### src/wtama_pkg.sv
// Shared types, constants and helpers of the weighted three-axis moving average.
package wtama_pkg;

	localparam int IN_W      = 16;
	localparam int VEL_W     = 25;
	localparam int SUM_W     = 33;
	localparam int PROD_W    = 33;
	localparam int QUO_W     = 24;
	localparam int DIV_STEPS = QUO_W / 2;
	localparam int AXES      = 3;

	typedef logic signed [IN_W-1:0]  sample_t;
	typedef logic signed [VEL_W-1:0] vel_t;
	typedef logic signed [SUM_W-1:0] sum_t;
	typedef logic [1:0]              axis_t;

	typedef enum logic [1:0] {
		REG_WEIGHT_X = 2'd0,
		REG_WEIGHT_Y = 2'd1,
		REG_WEIGHT_Z = 2'd2,
		REG_MAX_VEL  = 2'd3
	} cfg_reg_t;

	localparam axis_t AXIS_X = 2'd0;
	localparam axis_t AXIS_Z = 2'd2;

	localparam sample_t     SAMPLE_MAX  = 16'sh7FFF;
	localparam sample_t     SAMPLE_MIN  = -16'sh8000;
	localparam logic [15:0] MAXV_RESET  = 16'd256;

	// Clamp a 17-bit signed value into Q1.15.
	function automatic sample_t sat16(input logic signed [16:0] s);
		sample_t r;
		if (s[16] != s[15]) begin
			r = s[16] ? SAMPLE_MIN : SAMPLE_MAX;
		end else begin
			r = s[15:0];
		end
		return r;
	endfunction

endpackage

### src/wtama_ram.sv
// Generic single-write, single-read RAM with registered read data.
module wtama_ram #(
	parameter int WIDTH = 8,
	parameter int DEPTH = 8
) (
	input  logic                                         clk,
	input  logic                                         we,
	input  logic [((DEPTH > 1) ? $clog2(DEPTH) : 1)-1:0] waddr,
	input  logic [WIDTH-1:0]                             wdata,
	input  logic                                         re,
	input  logic [((DEPTH > 1) ? $clog2(DEPTH) : 1)-1:0] raddr,
	output logic [WIDTH-1:0]                             rdata
);

	logic [WIDTH-1:0] mem_q [DEPTH];
	logic [WIDTH-1:0] rdata_q;

	always_ff @(posedge clk) begin
		if (we) begin
			mem_q[waddr] <= wdata;
		end
		if (re) begin
			rdata_q <= mem_q[raddr];
		end
	end

	assign rdata = rdata_q;

endmodule

### src/wtama_div.sv
// Radix-4 restoring divider: signed running sum over unsigned entry count.
module wtama_div #(
	parameter int DIV_W = 4
) (
	input  logic              clk,
	input  logic              arst_n,
	input  logic              start,
	input  wtama_pkg::sum_t   dividend,
	input  logic [DIV_W-1:0]  divisor,
	output logic              done,
	output wtama_pkg::vel_t   quotient
);
	import wtama_pkg::*;

	localparam int CNT_W = $clog2(DIV_STEPS);

	logic [DIV_W-1:0] rem_q;
	logic [DIV_W-1:0] div_q;
	logic [QUO_W-1:0] dq_q;
	logic             neg_q;
	logic             busy_q;
	logic             done_q;
	logic [CNT_W-1:0] cnt_q;

	sum_t             mag;
	logic [SUM_W-1:0] mag_hi;
	logic [DIV_W:0]   d_ext;
	logic [DIV_W:0]   r1;
	logic [DIV_W:0]   r1s;
	logic [DIV_W:0]   r2;
	logic [DIV_W:0]   r2s;
	logic             ge1;
	logic             ge2;
	vel_t             q_pos;

	// The average fits in QUO_W bits, so the bits above are already below the divisor.
	assign mag    = dividend[SUM_W-1] ? -dividend : dividend;
	assign mag_hi = $unsigned(mag) >> QUO_W;

	// Two quotient bits per cycle.
	assign d_ext = {1'b0, div_q};
	assign r1    = {rem_q, dq_q[QUO_W-1]};
	assign ge1   = (r1 >= d_ext);
	assign r1s   = ge1 ? (r1 - d_ext) : r1;
	assign r2    = {r1s[DIV_W-1:0], dq_q[QUO_W-2]};
	assign ge2   = (r2 >= d_ext);
	assign r2s   = ge2 ? (r2 - d_ext) : r2;

	always_ff @(posedge clk or negedge arst_n) begin
		if (!arst_n) begin
			busy_q <= 1'b0;
			done_q <= 1'b0;
			cnt_q  <= '0;
		end else begin
			done_q <= 1'b0;
			if (start) begin
				busy_q <= 1'b1;
				cnt_q  <= CNT_W'(DIV_STEPS - 1);
			end else if (busy_q) begin
				if (cnt_q == '0) begin
					busy_q <= 1'b0;
					done_q <= 1'b1;
				end else begin
					cnt_q <= cnt_q - CNT_W'(1);
				end
			end
		end
	end

	always_ff @(posedge clk) begin
		if (start) begin
			rem_q <= mag_hi[DIV_W-1:0];
			dq_q  <= mag[QUO_W-1:0];
			div_q <= divisor;
			neg_q <= dividend[SUM_W-1];
		end else if (busy_q) begin
			rem_q <= r2s[DIV_W-1:0];
			dq_q  <= {dq_q[QUO_W-3:0], ge1, ge2};
		end
	end

	// Truncate toward zero: divide magnitudes, then restore the sign.
	assign q_pos    = {1'b0, dq_q};
	assign quotient = neg_q ? -q_pos : q_pos;
	assign done     = done_q;

endmodule

### src/weighted_three_axis_moving_average.sv
// Top level of the weighted three-axis moving average filter.
//
// Usage: write weights and velocity scale through wr_en/wr_index/wr_data while
// idle. Push one item (in_x, in_y, in_z) with in_valid; it is taken at an edge
// where in_valid is high and in_stall is low. Each item yields exactly one
// result (vel_x, vel_y, vel_z) on the output channel, taken at an edge where
// out_valid is high and out_stall is low.
// Sequence: in_stall stays high from acceptance until the result is loaded into
// the output register, so no new item is taken while one is in progress. Per
// axis one shared 17x17 multiplier runs a weight pass and a clamp-and-scale pass,
// then an accumulate step follows; the history row is then written, and one shared
// radix-4 divider forms the average of each axis in turn.
// Stall: the result sits in an output register; a new item is accepted while
// it waits. If the next result finishes while the previous one is still held,
// the block holds in its final state until the output register frees up.
// Reset: weights clear to zero, velocity scale to 1.0, running sums, slot and
// fill count to zero. The history RAM is not cleared; the fill count keeps
// unwritten entries out of the running sums.
module weighted_three_axis_moving_average #(
	parameter int DEPTH = 8
) (
	input  logic                  clk,
	input  logic                  arst_n,
	input  logic                  wr_en,
	input  wtama_pkg::cfg_reg_t   wr_index,
	input  logic [15:0]           wr_data,
	input  logic                  in_valid,
	output logic                  in_stall,
	input  wtama_pkg::sample_t    in_x,
	input  wtama_pkg::sample_t    in_y,
	input  wtama_pkg::sample_t    in_z,
	output logic                  out_valid,
	input  logic                  out_stall,
	output wtama_pkg::vel_t       vel_x,
	output wtama_pkg::vel_t       vel_y,
	output wtama_pkg::vel_t       vel_z
);
	import wtama_pkg::*;

	localparam int SLOT_W = (DEPTH > 1) ? $clog2(DEPTH) : 1;
	localparam int CNT_W  = $clog2(DEPTH + 1);
	localparam int ROW_W  = AXES * VEL_W;

	typedef enum logic [7:0] {
		ST_IDLE     = 8'b0000_0001,
		ST_MUL_W    = 8'b0000_0010,
		ST_MUL_V    = 8'b0000_0100,
		ST_ACC      = 8'b0000_1000,
		ST_WRITE    = 8'b0001_0000,
		ST_DIV      = 8'b0010_0000,
		ST_DIV_WAIT = 8'b0100_0000,
		ST_DONE     = 8'b1000_0000
	} state_t;

	// Configuration
	sample_t     wgt_q [AXES];
	logic [15:0] maxv_q;

	// Control
	state_t            state_q;
	axis_t             axis_q;
	sum_t              sum_q [AXES];
	logic [SLOT_W-1:0] slot_q;
	logic [CNT_W-1:0]  fill_q;
	logic              out_valid_q;

	// Payload
	sample_t                  in_q  [AXES];
	logic signed [PROD_W-1:0] prod_q;
	vel_t                     vel_q [AXES];
	vel_t                     res_q [AXES];
	vel_t                     vel_x_q;
	vel_t                     vel_y_q;
	vel_t                     vel_z_q;

	logic              accept;
	logic              full;
	logic              out_load;
	sample_t           sat_s;
	logic signed [16:0] op_a;
	logic signed [16:0] op_b;
	logic signed [33:0] mul_full;
	vel_t              v_new;
	vel_t              old_v;
	sum_t              old_ext;
	sum_t              sum_next;
	logic [ROW_W-1:0]  ram_rdata;
	logic [ROW_W-1:0]  ram_wdata;
	logic              ram_we;
	logic              div_start;
	logic              div_done;
	vel_t              div_quo;

	assign accept   = in_valid && !in_stall;
	assign in_stall = (state_q != ST_IDLE);
	assign full     = (fill_q == CNT_W'(DEPTH));

	// Configuration writes; every index of the 2-bit port names a register.
	always_ff @(posedge clk or negedge arst_n) begin
		if (!arst_n) begin
			wgt_q[0] <= '0;
			wgt_q[1] <= '0;
			wgt_q[2] <= '0;
			maxv_q   <= MAXV_RESET;
		end else if (wr_en) begin
			unique case (wr_index)
				REG_WEIGHT_X: wgt_q[0] <= wr_data;
				REG_WEIGHT_Y: wgt_q[1] <= wr_data;
				REG_WEIGHT_Z: wgt_q[2] <= wr_data;
				REG_MAX_VEL:  maxv_q   <= wr_data;
				default:      maxv_q   <= maxv_q;
			endcase
		end
	end

	// Shared multiplier: first pass input*weight, second pass clamped*scale.
	assign sat_s = sat16($signed(prod_q[31:15]));

	always_comb begin
		if (state_q == ST_MUL_V) begin
			op_a = {sat_s[IN_W-1], sat_s};
			op_b = {1'b0, maxv_q};
		end else begin
			op_a = {in_q[axis_q][IN_W-1], in_q[axis_q]};
			op_b = {wgt_q[axis_q][IN_W-1], wgt_q[axis_q]};
		end
	end

	assign mul_full = op_a * op_b;

	// Q10.15 velocity is the scaled product shifted down by eight (floor).
	assign v_new    = prod_q[PROD_W-1:8];
	assign old_v    = ram_rdata[VEL_W*axis_q +: VEL_W];
	assign old_ext  = full ? SUM_W'(old_v) : '0;
	assign sum_next = sum_q[axis_q] + SUM_W'(v_new) - old_ext;

	// History ring: one row holds all three axes. Read the oldest row on accept.
	assign ram_we    = (state_q == ST_WRITE);
	assign ram_wdata = {vel_q[2], vel_q[1], vel_q[0]};

	wtama_ram #(
		.WIDTH (ROW_W),
		.DEPTH (DEPTH)
	) u_hist (
		.clk   (clk),
		.we    (ram_we),
		.waddr (slot_q),
		.wdata (ram_wdata),
		.re    (accept),
		.raddr (slot_q),
		.rdata (ram_rdata)
	);

	assign div_start = (state_q == ST_DIV);

	wtama_div #(
		.DIV_W (CNT_W)
	) u_div (
		.clk      (clk),
		.arst_n   (arst_n),
		.start    (div_start),
		.dividend (sum_q[axis_q]),
		.divisor  (fill_q),
		.done     (div_done),
		.quotient (div_quo)
	);

	// Sequencer and running state.
	always_ff @(posedge clk or negedge arst_n) begin
		if (!arst_n) begin
			state_q  <= ST_IDLE;
			axis_q   <= AXIS_X;
			sum_q[0] <= '0;
			sum_q[1] <= '0;
			sum_q[2] <= '0;
			slot_q   <= '0;
			fill_q   <= '0;
		end else begin
			unique case (state_q)
				ST_IDLE: begin
					if (accept) begin
						axis_q  <= AXIS_X;
						state_q <= ST_MUL_W;
					end
				end
				ST_MUL_W: begin
					state_q <= ST_MUL_V;
				end
				ST_MUL_V: begin
					state_q <= ST_ACC;
				end
				ST_ACC: begin
					// Drop the oldest entry once full, add the new one.
					sum_q[axis_q] <= sum_next;
					if (axis_q == AXIS_Z) begin
						axis_q  <= AXIS_X;
						state_q <= ST_WRITE;
					end else begin
						axis_q  <= axis_q + axis_t'(1);
						state_q <= ST_MUL_W;
					end
				end
				ST_WRITE: begin
					slot_q <= (slot_q == SLOT_W'(DEPTH - 1)) ? '0 : slot_q + SLOT_W'(1);
					if (!full) begin
						fill_q <= fill_q + CNT_W'(1);
					end
					state_q <= ST_DIV;
				end
				ST_DIV: begin
					state_q <= ST_DIV_WAIT;
				end
				ST_DIV_WAIT: begin
					if (div_done) begin
						if (axis_q == AXIS_Z) begin
							state_q <= ST_DONE;
						end else begin
							axis_q  <= axis_q + axis_t'(1);
							state_q <= ST_DIV;
						end
					end
				end
				ST_DONE: begin
					if (out_load) begin
						state_q <= ST_IDLE;
					end
				end
				default: begin
					state_q <= ST_IDLE;
				end
			endcase
		end
	end

	// Datapath registers; advance only in their own steps.
	always_ff @(posedge clk) begin
		if (accept) begin
			in_q[0] <= in_x;
			in_q[1] <= in_y;
			in_q[2] <= in_z;
		end
		if (state_q == ST_MUL_W || state_q == ST_MUL_V) begin
			prod_q <= mul_full[PROD_W-1:0];
		end
		if (state_q == ST_ACC) begin
			vel_q[axis_q] <= v_new;
		end
		if (state_q == ST_DIV_WAIT && div_done) begin
			res_q[axis_q] <= div_quo;
		end
	end

	// Output register: load when empty or being taken this cycle.
	assign out_load = (state_q == ST_DONE) && (!out_valid_q || !out_stall);

	always_ff @(posedge clk or negedge arst_n) begin
		if (!arst_n) begin
			out_valid_q <= 1'b0;
		end else if (out_load) begin
			out_valid_q <= 1'b1;
		end else if (!out_stall) begin
			out_valid_q <= 1'b0;
		end
	end

	always_ff @(posedge clk) begin
		if (out_load) begin
			vel_x_q <= res_q[0];
			vel_y_q <= res_q[1];
			vel_z_q <= res_q[2];
		end
	end

	assign out_valid = out_valid_q;
	assign vel_x     = vel_x_q;
	assign vel_y     = vel_y_q;
	assign vel_z     = vel_z_q;

	a_fill_bound: assert property (@(posedge clk) disable iff (!arst_n)
		fill_q <= CNT_W'(DEPTH))
		else $error("fill count exceeds history depth");

	a_div_done_in_wait: assert property (@(posedge clk) disable iff (!arst_n)
		div_done |-> (state_q == ST_DIV_WAIT))
		else $error("divider finished outside of its wait step");

	a_accept_starts: assert property (@(posedge clk) disable iff (!arst_n)
		accept |=> (state_q == ST_MUL_W && axis_q == AXIS_X))
		else $error("accepted item did not start on the first axis");

	a_load_frees: assert property (@(posedge clk) disable iff (!arst_n)
		(state_q == ST_DONE && out_valid_q && out_stall) |=> (state_q == ST_DONE))
		else $error("result left the sequencer while the output was held");

endmodule
### config.mk
export PLATFORM = sky130hd
export DESIGN_NAME = weighted_three_axis_moving_average
export DESIGN_NICKNAME = d
export VERILOG_FILES = /design/src/wtama_pkg.sv /design/src/wtama_ram.sv /design/src/wtama_div.sv /design/src/weighted_three_axis_moving_average.sv
export SDC_FILE = /design/constraint.sdc
export NUM_CORES = 2
export LEC_CHECK = 0
export ABC_AREA = 1
export ABC_CLOCK_PERIOD_IN_PS = 8580
export BUFFER_PORTS_ARGS = -buffer_cell sky130_fd_sc_hd__buf_2
export CAP_MARGIN = 20
export CORE_ASPECT_RATIO = 1.75
export CORE_UTILIZATION = 50
export DETAILED_ROUTE_END_ITERATION = 12
export PLACE_DENSITY = 0.75
export SYNTH_ARGS = -nofsm -noshare
export SYNTH_HDL_FRONTEND = slang
export SYNTH_HIERARCHICAL = 1
export SYNTH_SLANG_ARGS = --single-unit
### constraint.sdc
create_clock -name clk -period 8.58 [get_ports clk]
set_input_delay 0.429 -clock clk [delete_from_list [all_inputs] [get_ports clk]]
set_output_delay 0.429 -clock clk [all_outputs]
set_load 0.005 [all_outputs]
==> results.yml <==
global_route:
  antenna_found_initial: 4
  grt-ovfl-total: 0
  grt_pass1_wl_um: 262200
  grt_max_degree: 177
  grt_pass1_vias: 47250
  grtUsageTotal_pct: 26.91
synth:
  avgSynthCellArea_um2: 9.738
  yosysWarnings: 6
  synth.net_count: 7083
  syn_area_mm2: 0.06389
  syn-instance-count: 6561
sta:
  finalSetupViolCount: 0
  min_period_ns: 8.228
  fmax_mhz: 121.5
  rsz0062_at_grt: "no"
  drv_slew: 0
  post-route-period-util_pct: 95.90
  worst_slew_pin_slew_ns: 1.126
  timing.hold.ws_ns: 0.06736
  finalSetupTns_ns: 0
  hold_viol_final: 0
  fin_skew_ns: 0.07298
  slew_headroom_pct: 24.94
run:
  cap_violations: 0
clocking:
  cts_num_sinks: 1193
  cts_made_buffers: 103
  h-tree-depth: 3
  cts_resized: 0
  cts_root_buffer: "clkbuf_16"
  clk_pin_slew_ns: 0.07
  clk_path_buf_depth: 3
  post_cts_buffers: 0
  cts_tree: "done"
  insertion_delay_ns: 0.77
min_path:
  min_path_type: "input port to flop"
finish:
  layout-drive-gt1-share_pct: 7.624
  layout-area-overhead-vs-synth_pct: 10.98
  fin_nets: 7256
  nFillCells: 10600
  final_area_mm2: 0.07091
  post-route-util_pct: 55.90
route:
  drc: 0
  drtAntennaViolNets: 0
  wl_per_cell_um: 20.28
  drt-vias-per-instance: 5.387
  drt_iter0_drc: 3741
  vias: 45710
  finalWirelength_um: 172000
  drt-pass1-iter-count: 8
die:
  dieArea_mm2: 0.1293
  num_rows: 173
  start_util_pct: 50.37
  io_pins: 148
  die_w_um: 272.2
  fp.dieH_um: 474.9
  coreArea_mm2: 0.1268
setup_path:
  path_delay_family: "adder cells"
  slowest_stage: "edfxtp_1"
  critical_path_required_ns: 9.06
  critPathArrivalTime_ns: 8.71
  critPathMaxFanout: 14
  path_common_cell: "nand2_1"
  cp.buffers_inverters: 6
  critPathMaxStageDelay_ns: 0.62
  crit_type: "flop to flop"
  startpoint_type: "flop"
  critPathCaptureType: "flop"
place:
  gp_congestion: 1.044
  io_buffers: 147
  hpwl_um: 115800
  placed_cell_area_mm2: 0.06647
run_status:
  status: "finished clean"
-- worst register-to-register path, delay by kind of cell (launching register included) --
family                     cells  cell delay, ns
and+or+nand+nor                8            1.24
adders and majority gates      8            3.77
AOI/OAI and AO/OA              5            1.43
DFF                            1            0.62
buffers and inverters          6            0.91
-- what timing repair did --
| item | in CTS | in global routing |
|---|---|---|
| hold endpoints to repair | 225 | 0 |
| endpoints found under the setup margin | 0 | 0 |
| hold buffers | 65 | 0 |
-- layout make-up --
type / count / area (µm²) / share of cell area (%)
repair buffers: 296 / 2171 / 3.061
inverters: 1346 / 5065 / 7.143
diodes: 1 / 2.502 / 0.003529
multi-input cells: 3794 / 23020 / 32.46
clock inverters: 70 / 958.4 / 1.352
clock buffers: 122 / 2711 / 3.824
flip-flops and latches: 1193 / 34900 / 49.23
well taps: 1662 / 2079 / 2.933
-- stage by stage --
| step | instances | setup slack [ns] |
|---|---|---|
| after floorplan | 6561 | 1.904 |
| after global placement | 8220 | 0.5523 |
| after detailed placement | 8221 | 0.4983 |
| after CTS | 8478 | 0.4637 |
| after global routing | 8484 | 0.1131 |
| final | 8484 | 0.3519 |
-- placed cells by master, fill, tap and decap left out, drive strengths merged, types with 2 or more instances in the layout --
master and instances:
nand2 1765, nand3 472, o211ai 5, clkinv 37
nand3b 13, a32oi 6, bufinv 17, dfrtp 185
a31oi 12, a21oi 141, fa 315, or2 18
a21o 7, o31ai 3, dlygate4sd3 65, o21a 38
nor2 398, ha 136, nor3 23, o21ai 300
buf 230, inv 1355, xnor2 23, o21bai 6
a21boi 3, clkbuf 123, xor2 51, o22ai 15
dfstp 2, nor4 12, edfxtp 1006, clkinvlp 7
nand4 22
-- final timing paths --
| path | cells past startpoint | to | startpoint | slack, ns |
|---|---|---|---|---|
| max | 27 | prod_q[25] | prod_q[31] | 0.35 |
| max reg2reg | 27 | prod_q[25] | prod_q[31] | 0.35 |
| min in group asynchronous | 2 | slot_q[2] | arst_n | 0.10 |
| min reg2reg | 0 | vel_z[10] | res_q[2][10] | 0.42 |
| max in group asynchronous | 3 | sum_q[7] | arst_n | 7.39 |
| min | 3 | wgt_q[18] | wr_data[2] | 0.07 |
-- registers in the layout (all words and copies together) (netlist names), 8 cells and up --
signal / count
maxv_q: 16
u_hist/mem_q: 600
vel_q: 75
wgt_q: 48
vel_z: 25
vel_x: 25
u_div/dq_q: 24
u_hist/rdata: 75
res_q: 75
sum_q: 99
state_q: 8
vel_y: 25
prod_q: 25
in_q: 48
-- metal layers --
metal / wire [µm] / up-vias / GRT usage [%]
li1: - / 20960 / -
met1: 55400 / 22140 / 26.82
met2: 90510 / 1960 / 49.33
met3: 10590 / 643 / 3.733
met4: 15530 / 2 / 22.03
met5: 14 / - / 0
Power is not shown: default switching activity piles up to over one toggle a cycle in this logic, so the estimate is an artifact.
